**src/fpes_pkg.sv**
```systemverilog
package fpes_pkg;

	// Input command codes.
	localparam logic [1:0] CMD_ERASE   = 2'd0;
	localparam logic [1:0] CMD_PROGRAM = 2'd1;
	localparam logic [1:0] CMD_STATUS  = 2'd2;

	// Result kinds.
	localparam logic [1:0] KIND_WRITE = 2'd0;
	localparam logic [1:0] KIND_READ  = 2'd1;
	localparam logic [1:0] KIND_DONE  = 2'd2;

	// Configuration register indexes.
	localparam logic [1:0] REG_ERASE_LIMIT   = 2'd0;
	localparam logic [1:0] REG_PROGRAM_LIMIT = 2'd1;

	// Flash command words and status masks.
	localparam logic [15:0] FL_CLEAR_STATUS = 16'h5050;
	localparam logic [15:0] FL_ERASE_SETUP  = 16'h2020;
	localparam logic [15:0] FL_ERASE_CONFIRM = 16'hD0D0;
	localparam logic [15:0] FL_READ_STATUS  = 16'h7070;
	localparam logic [15:0] FL_WORD_PROGRAM = 16'h4040;
	localparam logic [15:0] FL_READ_ARRAY   = 16'hFFFF;
	localparam logic [7:0]  ST_READY        = 8'h80;
	localparam logic [7:0]  ST_ERASE_MASK   = 8'hE8;
	localparam logic [7:0]  ST_PROGRAM_MASK = 8'h98;

	// Reset values of the poll limits.
	localparam logic [22:0] ERASE_LIMIT_RESET   = 23'h640000;
	localparam logic [15:0] PROGRAM_LIMIT_RESET = 16'h1000;

	// Shape of a burst of results produced by one input item.
	typedef enum logic [2:0] {
		B_NONE,
		B_START,
		B_READ,
		B_FINISH,
		B_DONE
	} burst_kind_t;

	typedef struct packed {
		burst_kind_t btype;
		logic [23:0] addr;
		logic [15:0] d1;
		logic [15:0] d2;
		logic [7:0]  code;
	} burst_t;

	typedef struct packed {
		logic [1:0]  cmd;
		logic [23:0] address;
		logic [15:0] data;
		logic        last_word;
		logic        test_write;
	} item_t;

endpackage

```
**src/flash_program_erase_sequencer_unit.sv**
```systemverilog
// Flash program and erase sequencer.
// The input stream carries requests: block erase starts, program words and
// status replies read back from the flash. The output stream carries flash
// bus writes, status read requests and a done result with a completion code.
// The user must write the two poll limits through the configuration channel
// only while the block is idle; the block itself has no check for this. cfg_ready is always high.
// An accepted request is held in an input register and decoded there; its
// burst is then loaded into the result emitter, which offers the first result.
// Throughput: one result per cycle while the receiver is ready. A request
// produces five results for an erase start or a programmed word, three for a
// completion, one for a poll or the end of a dry run. The result emitter steps
// through one burst and loads the next one as its last result is taken.
// Requests with no result (dry run words before the last, ignored commands) leave the emitter idle.
// When the receiver stalls, the current result holds and one further request
// waits decoded in the input register; s_axis_tready falls until the burst
// drains.
// Reset clears the sequencer to idle with the voltage off and loads the
// default poll limits; there is no clearing pass.
module flash_program_erase_sequencer_unit import fpes_pkg::*; #(
	parameter int ADDR_BITS = 24
) (
	input  logic        clk,
	input  logic        arst_n,
	input  logic        s_axis_tvalid,
	output logic        s_axis_tready,
	input  logic [47:0] s_axis_tdata,  // address[23:0], data[39:24], test_write[40]
	input  logic [1:0]  s_axis_tuser,  // cmd[1:0]
	input  logic        s_axis_tlast,  // last_word
	output logic        m_axis_tvalid,
	input  logic        m_axis_tready,
	output logic [55:0] m_axis_tdata,  // bus_address[23:0], bus_data[39:24],
	                                   // code[47:40], vpp_enable[48]
	output logic [1:0]  m_axis_tuser,  // kind[1:0]
	output logic        m_axis_tlast,  // last
	input  logic        cfg_valid,
	output logic        cfg_ready,
	input  logic [1:0]  cfg_index,
	input  logic [22:0] cfg_data
);

	item_t       item_s1;
	logic        valid_s1;
	logic        ld_ready;
	logic        commit;
	burst_t      burst;
	logic [23:0] bus_address;
	logic [15:0] bus_data;
	logic [7:0]  code;
	logic        vpp_enable;

	assign cfg_ready     = 1'b1;
	assign commit        = valid_s1 && ld_ready;
	assign s_axis_tready = !valid_s1 || ld_ready;

	// Input register.
	always_ff @(posedge clk or negedge arst_n) begin
		if (!arst_n) begin
			valid_s1 <= 1'b0;
		end else if (s_axis_tready) begin
			valid_s1 <= s_axis_tvalid;
		end
	end

	always_ff @(posedge clk) begin
		if (s_axis_tvalid && s_axis_tready) begin
			item_s1.cmd        <= s_axis_tuser;
			item_s1.address    <= s_axis_tdata[23:0];
			item_s1.data       <= s_axis_tdata[39:24];
			item_s1.last_word  <= s_axis_tlast;
			item_s1.test_write <= s_axis_tdata[40];
		end
	end

	fpes_ctrl #(
		.ADDR_BITS(ADDR_BITS)
	) u_ctrl (
		.clk      (clk),
		.arst_n   (arst_n),
		.cfg_valid(cfg_valid),
		.cfg_index(cfg_index),
		.cfg_data (cfg_data),
		.commit   (commit),
		.item     (item_s1),
		.burst    (burst)
	);

	fpes_emit u_emit (
		.clk        (clk),
		.arst_n     (arst_n),
		.ld_valid   (valid_s1),
		.ld_ready   (ld_ready),
		.burst      (burst),
		.out_valid  (m_axis_tvalid),
		.out_ready  (m_axis_tready),
		.kind       (m_axis_tuser),
		.bus_address(bus_address),
		.bus_data   (bus_data),
		.code       (code),
		.vpp_enable (vpp_enable),
		.last       (m_axis_tlast)
	);

	assign m_axis_tdata = {7'd0, vpp_enable, code, bus_data, bus_address};

endmodule

```
**src/fpes_ctrl.sv**
```systemverilog
module fpes_ctrl import fpes_pkg::*; #(
	parameter int ADDR_BITS = 24
) (
	input  logic        clk,
	input  logic        arst_n,
	input  logic        cfg_valid,
	input  logic [1:0]  cfg_index,
	input  logic [22:0] cfg_data,
	input  logic        commit,
	input  item_t       item,
	output burst_t      burst
);

	typedef enum logic [3:0] {
		PH_IDLE       = 4'b0001,
		PH_ERASE_POLL = 4'b0010,
		PH_WORD_POLL  = 4'b0100,
		PH_WORD_READY = 4'b1000
	} phase_t;

	phase_t                 phase_q, phase_d;
	logic [22:0]            poll_count_q, poll_count_d;
	logic [ADDR_BITS-1:0]   start_address_q, start_address_d;
	logic [ADDR_BITS-1:0]   word_address_q, word_address_d;
	logic                   final_pending_q, final_pending_d;
	logic                   vpp_on_q, vpp_on_d;
	logic [22:0]            erase_limit_q;
	logic [15:0]            program_limit_q;

	logic [ADDR_BITS+23:0]  in_wide;
	logic [ADDR_BITS-1:0]   in_addr;
	logic [ADDR_BITS-1:0]   sel_addr;
	logic [ADDR_BITS+23:0]  out_wide;
	logic [ADDR_BITS-1:0]   waddr;
	logic                   eff_vpp;
	logic [23:0]            pc_inc;
	logic [23:0]            erase_lim_eff;
	logic [23:0]            program_lim_eff;
	logic [7:0]             st_erase;

	// Fit the 24-bit address field to the internal address width.
	assign in_wide  = {{ADDR_BITS{1'b0}}, item.address};
	assign in_addr  = in_wide[ADDR_BITS-1:0];
	assign out_wide = {24'd0, sel_addr};

	assign pc_inc          = {1'b0, poll_count_q} + 24'd1;
	assign erase_lim_eff   = (erase_limit_q == 23'd0) ? 24'd1 : {1'b0, erase_limit_q};
	assign program_lim_eff = (program_limit_q == 16'd0) ? 24'd1 : {8'd0, program_limit_q};
	assign st_erase        = item.data[7:0] & ST_ERASE_MASK;

	assign waddr   = (phase_q == PH_IDLE) ? in_addr : word_address_q;
	assign eff_vpp = (phase_q == PH_IDLE) ? !item.test_write : vpp_on_q;

	// Next state and the burst of results for the item in the input register.
	always_comb begin
		phase_d         = phase_q;
		poll_count_d    = poll_count_q;
		start_address_d = start_address_q;
		word_address_d  = word_address_q;
		final_pending_d = final_pending_q;
		vpp_on_d        = vpp_on_q;
		sel_addr        = start_address_q;
		burst.btype     = B_NONE;
		burst.d1        = FL_ERASE_SETUP;
		burst.d2        = FL_ERASE_CONFIRM;
		burst.code      = 8'd0;
		if (item.cmd == CMD_ERASE && phase_q == PH_IDLE) begin
			vpp_on_d        = 1'b1;
			start_address_d = in_addr;
			word_address_d  = in_addr;
			sel_addr        = in_addr;
			burst.btype     = B_START;
			poll_count_d    = 23'd0;
			phase_d         = PH_ERASE_POLL;
		end else if (item.cmd == CMD_PROGRAM &&
				(phase_q == PH_IDLE || phase_q == PH_WORD_READY)) begin
			if (phase_q == PH_IDLE) begin
				start_address_d = in_addr;
			end
			vpp_on_d = eff_vpp;
			sel_addr = waddr;
			if (!eff_vpp) begin
				// Dry run: every status counts as ready at once.
				if (item.last_word) begin
					burst.btype     = B_DONE;
					phase_d         = PH_IDLE;
					final_pending_d = 1'b0;
					word_address_d  = waddr;
				end else begin
					word_address_d = waddr + ADDR_BITS'(2);
					phase_d        = PH_WORD_READY;
				end
			end else begin
				word_address_d  = waddr;
				burst.btype     = B_START;
				burst.d1        = FL_WORD_PROGRAM;
				burst.d2        = item.data;
				final_pending_d = item.last_word;
				poll_count_d    = 23'd0;
				phase_d         = PH_WORD_POLL;
			end
		end else if (item.cmd == CMD_STATUS && phase_q == PH_ERASE_POLL) begin
			poll_count_d = pc_inc[22:0];
			sel_addr     = start_address_q;
			if (item.data[7] || pc_inc >= erase_lim_eff) begin
				burst.btype     = B_FINISH;
				burst.code      = (st_erase == ST_READY) ? 8'd0 : st_erase;
				vpp_on_d        = 1'b0;
				phase_d         = PH_IDLE;
				final_pending_d = 1'b0;
				poll_count_d    = 23'd0;
			end else begin
				burst.btype = B_READ;
			end
		end else if (item.cmd == CMD_STATUS && phase_q == PH_WORD_POLL) begin
			poll_count_d = pc_inc[22:0];
			sel_addr     = word_address_q;
			if (item.data[7]) begin
				if (final_pending_q) begin
					sel_addr        = start_address_q;
					burst.btype     = B_FINISH;
					burst.code      = ((item.data[7:0] & ST_PROGRAM_MASK) == ST_READY) ?
						8'd0 : item.data[7:0];
					vpp_on_d        = 1'b0;
					phase_d         = PH_IDLE;
					final_pending_d = 1'b0;
					poll_count_d    = 23'd0;
				end else begin
					word_address_d = word_address_q + ADDR_BITS'(2);
					poll_count_d   = 23'd0;
					phase_d        = PH_WORD_READY;
				end
			end else if (pc_inc >= program_lim_eff) begin
				burst.btype     = B_FINISH;
				burst.code      = item.data[7:0];
				vpp_on_d        = 1'b0;
				phase_d         = PH_IDLE;
				final_pending_d = 1'b0;
				poll_count_d    = 23'd0;
			end else begin
				burst.btype = B_READ;
			end
		end
		burst.addr = out_wide[23:0];
	end

	// Sequencer state advances only when the item hands its burst over.
	always_ff @(posedge clk or negedge arst_n) begin
		if (!arst_n) begin
			phase_q         <= PH_IDLE;
			poll_count_q    <= 23'd0;
			start_address_q <= '0;
			word_address_q  <= '0;
			final_pending_q <= 1'b0;
			vpp_on_q        <= 1'b0;
		end else if (commit) begin
			phase_q         <= phase_d;
			poll_count_q    <= poll_count_d;
			start_address_q <= start_address_d;
			word_address_q  <= word_address_d;
			final_pending_q <= final_pending_d;
			vpp_on_q        <= vpp_on_d;
		end
	end

	// Poll limit registers.
	always_ff @(posedge clk or negedge arst_n) begin
		if (!arst_n) begin
			erase_limit_q   <= ERASE_LIMIT_RESET;
			program_limit_q <= PROGRAM_LIMIT_RESET;
		end else if (cfg_valid) begin
			unique case (cfg_index)
				REG_ERASE_LIMIT:   erase_limit_q   <= cfg_data;
				REG_PROGRAM_LIMIT: program_limit_q <= cfg_data[15:0];
				default: ;
			endcase
		end
	end

endmodule

```
**src/fpes_emit.sv**
```systemverilog
module fpes_emit import fpes_pkg::*; (
	input  logic        clk,
	input  logic        arst_n,
	input  logic        ld_valid,
	output logic        ld_ready,
	input  burst_t      burst,
	output logic        out_valid,
	input  logic        out_ready,
	output logic [1:0]  kind,
	output logic [23:0] bus_address,
	output logic [15:0] bus_data,
	output logic [7:0]  code,
	output logic        vpp_enable,
	output logic        last
);

	burst_t      burst_q;
	logic        busy_q;
	logic [2:0]  idx_q;
	logic [2:0]  last_idx;
	logic        out_fire;

	// Index of the final result of each burst shape.
	always_comb begin
		case (burst_q.btype)
			B_START:  last_idx = 3'd4;
			B_FINISH: last_idx = 3'd2;
			default:  last_idx = 3'd0;
		endcase
	end

	assign out_valid = busy_q;
	assign last      = (idx_q == last_idx);
	assign out_fire  = busy_q && out_ready;
	assign ld_ready  = !busy_q || (out_fire && last);

	// Result fields selected from the held burst and the position in it.
	always_comb begin
		kind     = KIND_WRITE;
		bus_data = 16'd0;
		case (burst_q.btype)
			B_START: begin
				case (idx_q)
					3'd0:    bus_data = FL_CLEAR_STATUS;
					3'd1:    bus_data = burst_q.d1;
					3'd2:    bus_data = burst_q.d2;
					3'd3:    bus_data = FL_READ_STATUS;
					default: kind = KIND_READ;
				endcase
			end
			B_READ: kind = KIND_READ;
			B_FINISH: begin
				if (idx_q == 3'd2) begin
					kind = KIND_DONE;
				end else begin
					bus_data = FL_READ_ARRAY;
				end
			end
			default: kind = KIND_DONE;
		endcase
	end

	assign bus_address = (kind == KIND_DONE) ? 24'd0 : burst_q.addr;
	assign code        = (kind == KIND_DONE) ? burst_q.code : 8'd0;
	assign vpp_enable  = (kind != KIND_DONE);

	// Burst control: load a new burst as the previous one finishes.
	always_ff @(posedge clk or negedge arst_n) begin
		if (!arst_n) begin
			busy_q <= 1'b0;
			idx_q  <= 3'd0;
		end else if (ld_valid && ld_ready) begin
			busy_q <= (burst.btype != B_NONE);
			idx_q  <= 3'd0;
		end else if (out_fire) begin
			if (last) begin
				busy_q <= 1'b0;
			end
			idx_q <= idx_q + 3'd1;
		end
	end

	// Burst payload.
	always_ff @(posedge clk) begin
		if (ld_valid && ld_ready) begin
			burst_q <= burst;
		end
	end

	// A result in the middle of a burst is followed by the next one.
	a_step: assert property (@(posedge clk) disable iff (!arst_n)
		out_fire && !last |=> busy_q && idx_q == $past(idx_q) + 3'd1)
		else $error("burst index did not advance");

	// The index never runs past the end of the held burst.
	a_range: assert property (@(posedge clk) disable iff (!arst_n)
		busy_q |-> idx_q <= last_idx)
		else $error("burst index beyond burst length");

	// A finished burst leaves the emitter empty unless a new one loads.
	a_drain: assert property (@(posedge clk) disable iff (!arst_n)
		out_fire && last && !ld_valid |=> !busy_q)
		else $error("emitter still busy after final result");

endmodule

```
**config.mk**
```make
export PLATFORM = sky130hd
export DESIGN_NAME = flash_program_erase_sequencer_unit
export DESIGN_NICKNAME = d
export VERILOG_FILES = /design/src/fpes_pkg.sv /design/src/flash_program_erase_sequencer_unit.sv /design/src/fpes_ctrl.sv /design/src/fpes_emit.sv
export SDC_FILE = /design/constraint.sdc
export NUM_CORES = 1
export LEC_CHECK = 0
export BUFFER_PORTS_ARGS = -buffer_cell sky130_fd_sc_hd__buf_2
export CORE_UTILIZATION = 35
export DETAILED_ROUTE_END_ITERATION = 12
export SLEW_MARGIN = 20
export SYNTH_ARGS = -nofsm -noshare
export SYNTH_HDL_FRONTEND = slang
export SYNTH_SLANG_ARGS = --single-unit
```
**constraint.sdc**
```tcl
create_clock -name clk -period 11.95 [get_ports clk]
set_input_delay 0.5975 -clock clk [delete_from_list [all_inputs] [get_ports clk]]
set_output_delay 0.5975 -clock clk [all_outputs]
set_load 0.03 [all_outputs]
```
# Word-level counts from Yosys, hierarchy flattened

Index checks and enable logic that the tools add are counted.

Bits in registers: 232
Word-level logic and storage cells: 185

Add/sub/neg operators: 4
Magnitude comparators: 2
Eq/ne operators: 25
Multiplexer cells: 86
Bitwise logic cells: 3
Reductions and logical operators: 44

Operators with widths:

| operator                                                               | count |
|---|---|
| 24-bit 2-to-1 mux                                                      | 19 |
| 23-bit 2-to-1 mux                                                      | 9 |
| 8-bit 2-to-1 mux                                                       | 8 |
| 16-bit case mux with 4 select lines                                    | 1 |
| 24-bit by 2-bit adder with 24-bit output (second input constant)       | 2 |
| 24-bit >= comparator                                                   | 2 |
| 4-bit 2-to-1 mux                                                       | 10 |
| 16-bit 2-to-1 mux                                                      | 2 |
| 16-bit case mux with 2 select lines                                    | 1 |
| 31-bit 2-to-1 mux                                                      | 1 |
| 3-bit 2-to-1 mux                                                       | 9 |
| 23-bit by 1-bit adder with 24-bit output (second input constant)       | 1 |
| 23-bit zero test                                                       | 1 |
| 1-bit 2-to-1 mux                                                       | 21 |
| 16-bit zero test                                                       | 1 |
| 3-bit by 2-bit equality test with 1-bit output (second input constant) | 4 |
| 3-bit nonzero test                                                     | 4 |
| 5-bit AND reduction                                                    | 2 |
| 4-bit equality test (second input constant)                            | 2 |
| 1-bit logical AND                                                      | 8 |
| 2-bit nonzero test                                                     | 4 |
| 4-bit nonzero test                                                     | 2 |
| 7-bit 2-to-1 mux                                                       | 1 |
| 3-bit by 1-bit equality test with 1-bit output (second input constant) | 2 |
| 30 further kinds                                                       | 47 |

# Logic depth before layout (Yosys ltp)

Gate-level depths: netlist of the first run.

Depth after elaboration: 11
Depth in mapped cells: 16
Gate-level depth less buffers: 15

# By module

A second synthesis of the first run with hierarchy kept.

Cell total of the unflattened synthesis: 1289
Area, all modules: 13105.1 um^2

By module, submodules not included:

| module                             | times used | cells an instance | area an instance (um^2) | sequential area each (um^2) |
|---|---|---|---|---|
| fpes_ctrl                          | 1          | 1027              | 8682.1                  | 2909.0 |
| fpes_emit                          | 1          | 202               | 2966.6                  | 2112.0 |
| flash_program_erase_sequencer_unit | 1          | 60                | 1456.4                  | 1346.3 |

# Least setup slack after synthesis of the first run

No wires, ideal clock.

Path type: reg2reg
Start: reg u_ctrl.poll_count_q[0]
End: reg u_emit.burst_q[5] (netlist bit), data pin
Data arrival time: 3.634 ns
Required time: 11.695 ns
Path slack: 8.062 ns
Stages on the path, launching flop included: 15
Path buffers: 0
Cells stage by stage: dfrtp_1 ha_1 nand4_1 nor3_1 nand2_1 o21a_1 or2_2 ha_1 a21o_1 a211oi_1 o21a_1 nand2_1 o311ai_0 o21ai_0 and2_1

Word-level cells in the longest chain between the ends: 6
Elaborated cells between the ends (all ways): 9
Those cells by class: add/sub (1); order compare (2); mux (5); reduce/logical (1)

Ends and longest elaborated chain:

| what                                         | line             | text |
|---|---|---|
| start, declared                              | fpes_ctrl.sv:22  | `logic [22:0] poll_count_q, poll_count_d;` |
| start signal, assigned                       | fpes_ctrl.sv:158 | `poll_count_q <= poll_count_d;` |
| 23-bit by 1-bit adder with 24-bit output (*) | fpes_ctrl.sv:46  | `assign pc_inc = {1'b0, poll_count_q} + 24'd1;` |
| 24-bit >= comparator                         | fpes_ctrl.sv:133 | `end else if (pc_inc >= program_lim_eff) begin` |
| 7-bit 2-to-1 mux                             | fpes_ctrl.sv:133 |  |
| 8-bit 2-to-1 mux                             | fpes_ctrl.sv:118 | `if (item.data[7]) begin` |
| 8-bit 2-to-1 mux                             | fpes_ctrl.sv:115 | `end else if (item.cmd == CMD_STATUS && phase_q == PH_WORD_POLL) begin` |
| 8-bit 2-to-1 mux (*)                         | fpes_ctrl.sv:102 | `end else if (item.cmd == CMD_STATUS && phase_q == PH_ERASE_POLL) begin` |
| end signal, assigned                         | fpes_emit.sv:86  | `burst_q <= burst;` |
| end, declared                                | fpes_emit.sv:17  | `burst_t burst_q;` |

Every way passes the cells marked *; elsewhere a longest branch is shown, timed or not.
A chain may end at the register's enable or synchronous reset.

# Final worst setup path of the first run

Ends and elaborated chain as after synthesis.

==> impl_metrics.env, run 1 <==
export IMPL_status="completed"
export IMPL_routed_via_density=5.46
export IMPL_drt_total_wl_mm=33.2
export IMPL_antenna_found_initial=1
export IMPL_die_area_um2=36500
export IMPL_htreeDepth=1
export IMPL_cts_tree="done"
export IMPL_cap_violations=0
export IMPL_multiInputGateArea_um2=6000
export IMPL_yosysSeqAreaShare_pct=47.5
export IMPL_antenna_cells=0
export IMPL_fp_dieH_um=191
export IMPL_min_path_type="in -> async"
export IMPL_ys_types=71
export IMPL_dpl_cell_area_um2=13600
export IMPL_ys_warn_count=0
export IMPL_io_pins=143
export IMPL_rsz0062_at_grt="false"
export IMPL_initial_core_util_pct=35.9
export IMPL_drc=0
export IMPL_grt_max_degree=66
export IMPL_period_share_pct=41.9
export IMPL_fill_cells=3432
export IMPL_crit_fanout=10
export IMPL_track_usage_pct=18.3
export IMPL_tns_ns=0
export IMPL_clock_latency_ns=0.54
export IMPL_clk_pin_slew_ns=0.06
export IMPL_cts_buffers=26
export IMPL_io_buffer_count=127
export IMPL_final_common_cell="nand2_1"
export IMPL_root_buffer="clkbuf_16"
export IMPL_nNetsFinal=1492
export IMPL_cts_hold_buf=0
export IMPL_synth_edff_count=97
export IMPL_grt_pass1_wl_mm=52.7
export IMPL_firstDrtPassIters=5
export IMPL_fp_dieW_um=191
export IMPL_drive_gt1_share_pct=18.6
export IMPL_num_rows=68
export IMPL_worst_slew_pin_slew_ns=1.15
export IMPL_ys_ff_latch=218
export IMPL_cp_end_kind="register"
export IMPL_p_total_uw=1770
export IMPL_clock_path_buffers=3
export IMPL_gp_congestion=0.868
export IMPL_period_needed_ns=5.01
export IMPL_netlist_area_um2=12500
export IMPL_clock_skew_ns=0.0198
export IMPL_synth_cells=1264
export IMPL_routedWlPerCell_um=18.0
export IMPL_cp_start_kind="register"
export IMPL_syn_area_per_cell_um2=9.91
export IMPL_leakage_uw=0.00634
export IMPL_ant_nets=0
export IMPL_cts_sinks=218
export IMPL_grt_remaining_overflow=0
export IMPL_layout_common_cells="nand2_1, buf_2, dfrtp_1, edfxtp_1, o21ai_0"
export IMPL_final_hold_viol_count=0
export IMPL_maxSlewViolCount=0
export IMPL_relSlewSlack_pct=23.3
export IMPL_cp_required_ns=12.23
export IMPL_seqCellArea_um2=5950
export IMPL_grt_pass1_vias=9545
export IMPL_fmax_mhz=200
export IMPL_dr_total_vias=10053
export IMPL_ff2ff_path_depth=14
export IMPL_dp_hpwl_mm=22.8
export IMPL_synth_ff_type="dfrtp_1"
export IMPL_drt_iter0_markers=929
export IMPL_finalSetupViolations=0
export IMPL_critPathArrivalTime_ns=5.29
export IMPL_cts_resized=0
export IMPL_fp_coreArea_um2=34900
export IMPL_fin_area_um2=14400
export IMPL_synthArstFlopShare_pct=55.5
export IMPL_powerDensity_nw_per_um2=123
export IMPL_ir_worst_vdd_mv=0.104
export IMPL_syn2layout_area_growth_pct=15.1
export IMPL_cts_setup_buffers=0
export IMPL_crit_type="reg -> reg"
[layout make-up]
type	instances	share of cell area [%]
Multi-Input combinational cell	897	41.6
Sequential cell	218	41.3
Timing Repair Buffer	145	5.36
Clock buffer	40	5.30
Tap cell	455	3.95
Inverter	78	2.03
Clock inverter	8	0.495
[synth_stat cells, types with 4 or more instances]
library cell	n	share of area [%]
clkbuf_1	52	1.6
nand4b_1	6	0.42
nor3b_1	7	0.42
dfrtp_1	116	23
nor3_1	24	0.96
and2_1	37	1.8
or3_1	11	0.55
or2_2	6	0.30
o21ai_0	81	3.2
and3_1	18	0.90
a222oi_1	14	1.1
nand2b_1	5	0.25
and4_1	6	0.42
o211ai_1	10	0.60
a32o_1	8	0.64
buf_2	12	0.48
a221oi_1	8	0.56
xor2_1	11	0.77
a211oi_1	9	0.54
a21o_1	10	0.60
nor2_1	78	2.3
nand3b_1	5	0.30
a31oi_1	11	0.55
nand3_1	56	2.2
o221ai_1	4	0.28
o31ai_1	4	0.24
mux2i_1	37	3.0
nand4_1	24	1.2
nor2b_1	16	0.80
a21oi_1	38	1.5
inv_1	78	2.3
a221o_1	6	0.48
ha_1	45	4.5
nor4_1	14	0.70
dfstp_2	5	1.0
nand2_1	142	4.3
mux2_2	46	4.1
edfxtp_1	97	23
o22ai_1	5	0.25
xnor2_1	34	2.4
a22oi_1	9	0.54
buf_4	10	0.60
[through the flow]
step / setup slack, ns / std cells / hold slack, ns / utilization (%)
after floorplan: 8.06 / 1270 / 0.302 / -
after global placement: 6.59 / 1793 / 0.490 / 38.9
after detailed placement: 6.52 / 1793 / 0.495 / 38.9
after CTS: 6.47 / 1841 / 0.197 / 41.3
after global routing: 6.46 / 1841 / 0.216 / 41.3
final: 6.94 / 1841 / 0.166 / 41.3
[worst paths after layout]
kind | startpoint | to | slack, ns
max | u_ctrl.poll_count_q[0] | u_emit.burst_q[5] | 6.94
min | arst_n | u_ctrl.poll_count_q[12] | 0.17
max reg2reg | u_ctrl.poll_count_q[0] | u_emit.burst_q[5] | 6.94
min reg2reg | item_s1[18] | u_ctrl.start_address_q[0] | 0.50
max in group asynchronous | arst_n | u_ctrl.start_address_q[4] | 10.44
min in group clk | s_axis_tdata[16] | item_s1[34] | 0.23
[cell families after synthesis]
| family | share of synthesized area, % |
|---|---|
| AOI/OAI and AO/OA | 13.2 |
| xor gates and xnor gates | 3.33 |
| adders and majority gates | 4.50 |
| buffers and inverters | 5.06 |
| DFF | 47.5 |
| muxes | 7.09 |
| other | 0.0600 |
| and+or+nand+nor | 19.3 |
[critical path, stage by stage (launching register included)]
cell and delay [ns]:
dfrtp_1 0.50, ha_1 0.30, nand4_1 0.39, nor3_1 0.67
nand2_1 0.12, o21a_1 0.20, or2_2 0.33, ha_1 0.32
a21o_1 0.16, a211oi_1 0.39, o21a_1 0.20, nand2_1 0.08
o311ai_1 0.62, o21ai_0 0.26, and2_1 0.23
[registers in the layout (all words and copies together) (netlist names)]
register,count
u_ctrl.vpp_on_q,1
u_ctrl.phase_q,4
u_emit.out_valid,1
u_ctrl.poll_count_q,23
item_s1,44
u_ctrl.final_pending_q,1
u_ctrl.word_address_q,24
u_ctrl.erase_limit_q,23
u_emit.idx_q,3
u_emit.burst_q,53
u_ctrl.start_address_q,24
u_ctrl.program_limit_q,16
valid_s1,1
[metal layers]
layer	GRT usage (%)	routed length, um	up-vias
met5	0	10	-
met4	4.58	708	2
met3	2.37	1840	49
met2	29.4	15300	306
met1	25.9	15400	4916
li1	-	-	4780
[power by group]
| group | leakage (uW) | switching (uW) | internal, uW |
|---|---|---|---|
| combinational | 0.00341 | 86.8 | 53.4 |
| clock | 0.000410 | 316 | 461 |
| sequential | 0.00252 | 28.7 | 825 |
| total | 0.00634 | 432 | 1340 |
(Power assumes the default switching activity.)
==> inputs of run 2 (changes only) <==
==> constraint.sdc (replaced) <==
create_clock -name clk -period 4.45 [get_ports clk]
set_input_delay 0.2225 -clock clk [delete_from_list [all_inputs] [get_ports clk]]
set_output_delay 0.2225 -clock clk [all_outputs]
set_load 0.03 [all_outputs]
==> impl_metrics.env, run 2 (same netlist as run 1, synthesis figures left out) <==
export IMPL_largest_registers="u_emit.burst_q x53, item_s1 x44"
export IMPL_relSlewSlack_pct=31.7
export IMPL_drt_total_wl_mm=34.2
export IMPL_final_common_cell="nand2_1"
export IMPL_fp_dieW_um=191
export IMPL_status="completed"
export IMPL_num_rows=68
export IMPL_htreeDepth=1
export IMPL_cp_start_kind="register"
export IMPL_gp_congestion=0.907
export IMPL_path_common_cell="a21o_1"
export IMPL_grt_remaining_overflow=0
export IMPL_drt_iter0_markers=909
export IMPL_cts_sinks=218
export IMPL_period_needed_ns=4.12
export IMPL_dp_hpwl_mm=23.8
export IMPL_largest_reg_flops=53
export IMPL_worst_slew_pin_slew_ns=1.02
export IMPL_crit_type="reg -> reg"
export IMPL_clock_path_buffers=3
export IMPL_fmax_mhz=243
export IMPL_final_util_pct=44.2
export IMPL_post_place_ws_ns=0.301
export IMPL_root_buffer="clkbuf_16"
export IMPL_antenna_found_initial=0
export IMPL_track_usage_pct=18.8
export IMPL_leakage_uw=0.00681
export IMPL_grt_pass1_vias=10070
export IMPL_path_cells="and3_1 > nand3_1 > nor2_1 > xor2_1 > ha_1 > a21o_1 > a21o_1 > a211o_1 > a221oi_1 > o22ai_1 > o311ai_0 > o21ai_0 > and2_1"
export IMPL_crit_buf_inv=0
export IMPL_min_path_type="in -> reg"
export IMPL_whs_ns=0.101
export IMPL_die_area_um2=36500
export IMPL_setup_ws_ns=0.334
export IMPL_largest_register="u_emit.burst_q"
export IMPL_maxSlewViolCount=0
export IMPL_stdcell_count=1940
export IMPL_routed_via_density=5.37
export IMPL_layout_common_cells="nand2_1, buf_2, dfrtp_1, edfxtp_1, o21ai_0"
export IMPL_drive_gt1_share_pct=19.2
export IMPL_final_hold_viol_count=0
export IMPL_ir_worst_vdd_mv=0.294
export IMPL_firstDrtPassIters=8
export IMPL_fp_coreArea_um2=34900
export IMPL_routedWlPerCell_um=17.6
export IMPL_antenna_cells=0
export IMPL_io_pins=143
export IMPL_critical_path_top_delay_family="compound AO/OA/AOI/OAI gates"
export IMPL_rsz0062_at_grt="false"
export IMPL_fp_dieH_um=191
export IMPL_grt_pass1_wl_mm=54.5
export IMPL_clock_skew_ns=0.0235
export IMPL_nNetsFinal=1591
export IMPL_clk_pin_slew_ns=0.06
export IMPL_cts_setup_buffers=0
export IMPL_cts_buffers=27
export IMPL_worst_path_max_delay_cell="dfrtp_1"
export IMPL_io_buffer_count=127
export IMPL_finalSetupViolations=0
export IMPL_period_share_pct=92.5
export IMPL_cp_required_ns=4.75
export IMPL_grt_max_degree=59
export IMPL_tns_ns=0
export IMPL_initial_core_util_pct=35.9
export IMPL_ant_nets=0
export IMPL_cts_tree="done"
export IMPL_powerDensity_nw_per_um2=322
export IMPL_drc=0
export IMPL_critPathMaxStageDelay_ns=0.47
export IMPL_crit_fanout=8
export IMPL_cap_violations=0
export IMPL_critPathArrivalTime_ns=4.41
export IMPL_clock_latency_ns=0.55
export IMPL_syn2layout_area_growth_pct=23.0
export IMPL_placedCellCount=1821
export IMPL_dr_total_vias=10424
export IMPL_cp_end_kind="register"
## run 2: changes by cell type in the layout (fill, tap and decap cells not counted), sizes merged
cell	change
dlygate4sd3	+70
buf	+28
bufinv	+2
clkbuf	+2
clkinv	-2
inv	-1
## run 2: metal layers
| metal | vias to the layer above | global-route usage, % | share of wire (%) |
|---|---|---|---|
| met4 | 0 | 5.80 | 2.8 |
| li1 | 4975 | - | - |
| met5 | - | 0 | 0 |
| met1 | 5058 | 26.1 | 45 |
| met2 | 333 | 30.4 | 46 |
| met3 | 58 | 2.31 | 5.5 |
## run 2: metrics by stage
stage	area (um2)	power (uW)
detailed placement	13800	2720
floorplan	12500	2550
finish	15400	4960
global placement	13800	2710
CTS	15400	5030
global route	15400	5160
## run 2: report_power, final
group	total [uW]	switching (uW)	internal [uW]
sequential	2290	78.2	2220
clock	2230	844	1390
combinational	432	242	190
## run 2: path summary, 6_finish.rpt
kind | startpoint | endpoint | slack [ns] | depth (start not counted)
worst max-delay path | u_ctrl.poll_count_q[2] | u_emit.burst_q[6] | 0.33 | 13
worst min-delay path | cfg_index[1] | u_ctrl.erase_limit_q[6] | 0.10 | 3
worst max register to register | u_ctrl.poll_count_q[2] | u_emit.burst_q[6] | 0.33 | 13
worst min register to register | u_ctrl.start_address_q[11] | u_ctrl.start_address_q[11] | 0.51 | 1
max in group asynchronous | arst_n | u_ctrl.start_address_q[23] | 3.11 | 3
min in group asynchronous | arst_n | u_ctrl.phase_q[3] | 0.35 | 2
## run 2: what timing repair did
item / in CTS / in global routing
setup endpoints to repair: 0 / 17
hold endpoints to repair: 139 / 0
hold buffers: 70 / 0
gates resized for setup: 0 / 1
## run 2: final cells by class
| type | count | area (um2) |
|---|---|---|
| Fill cell | 3390 | 19500 |
| Timing Repair Buffer | 243 | 1700 |
| Sequential cell | 218 | 5950 |
| Clock buffer | 42 | 793 |
| Inverter | 78 | 293 |
| Tap cell | 455 | 569 |
| Clock inverter | 7 | 111 |
| Multi-Input combinational cell | 897 | 6000 |
## run 2: worst reg2reg max path, cell delays in order (launching register included)
cell and delay [ns]:
dfrtp_1 0.47, and3_1 0.22, nand3_1 0.22, nor2_1 0.23
xor2_1 0.34, ha_1 0.31, a21o_1 0.18, a21o_1 0.17
a211o_1 0.28, a221oi_1 0.34, o22ai_1 0.27, o311ai_0 0.44
o21ai_0 0.22, and2_1 0.20
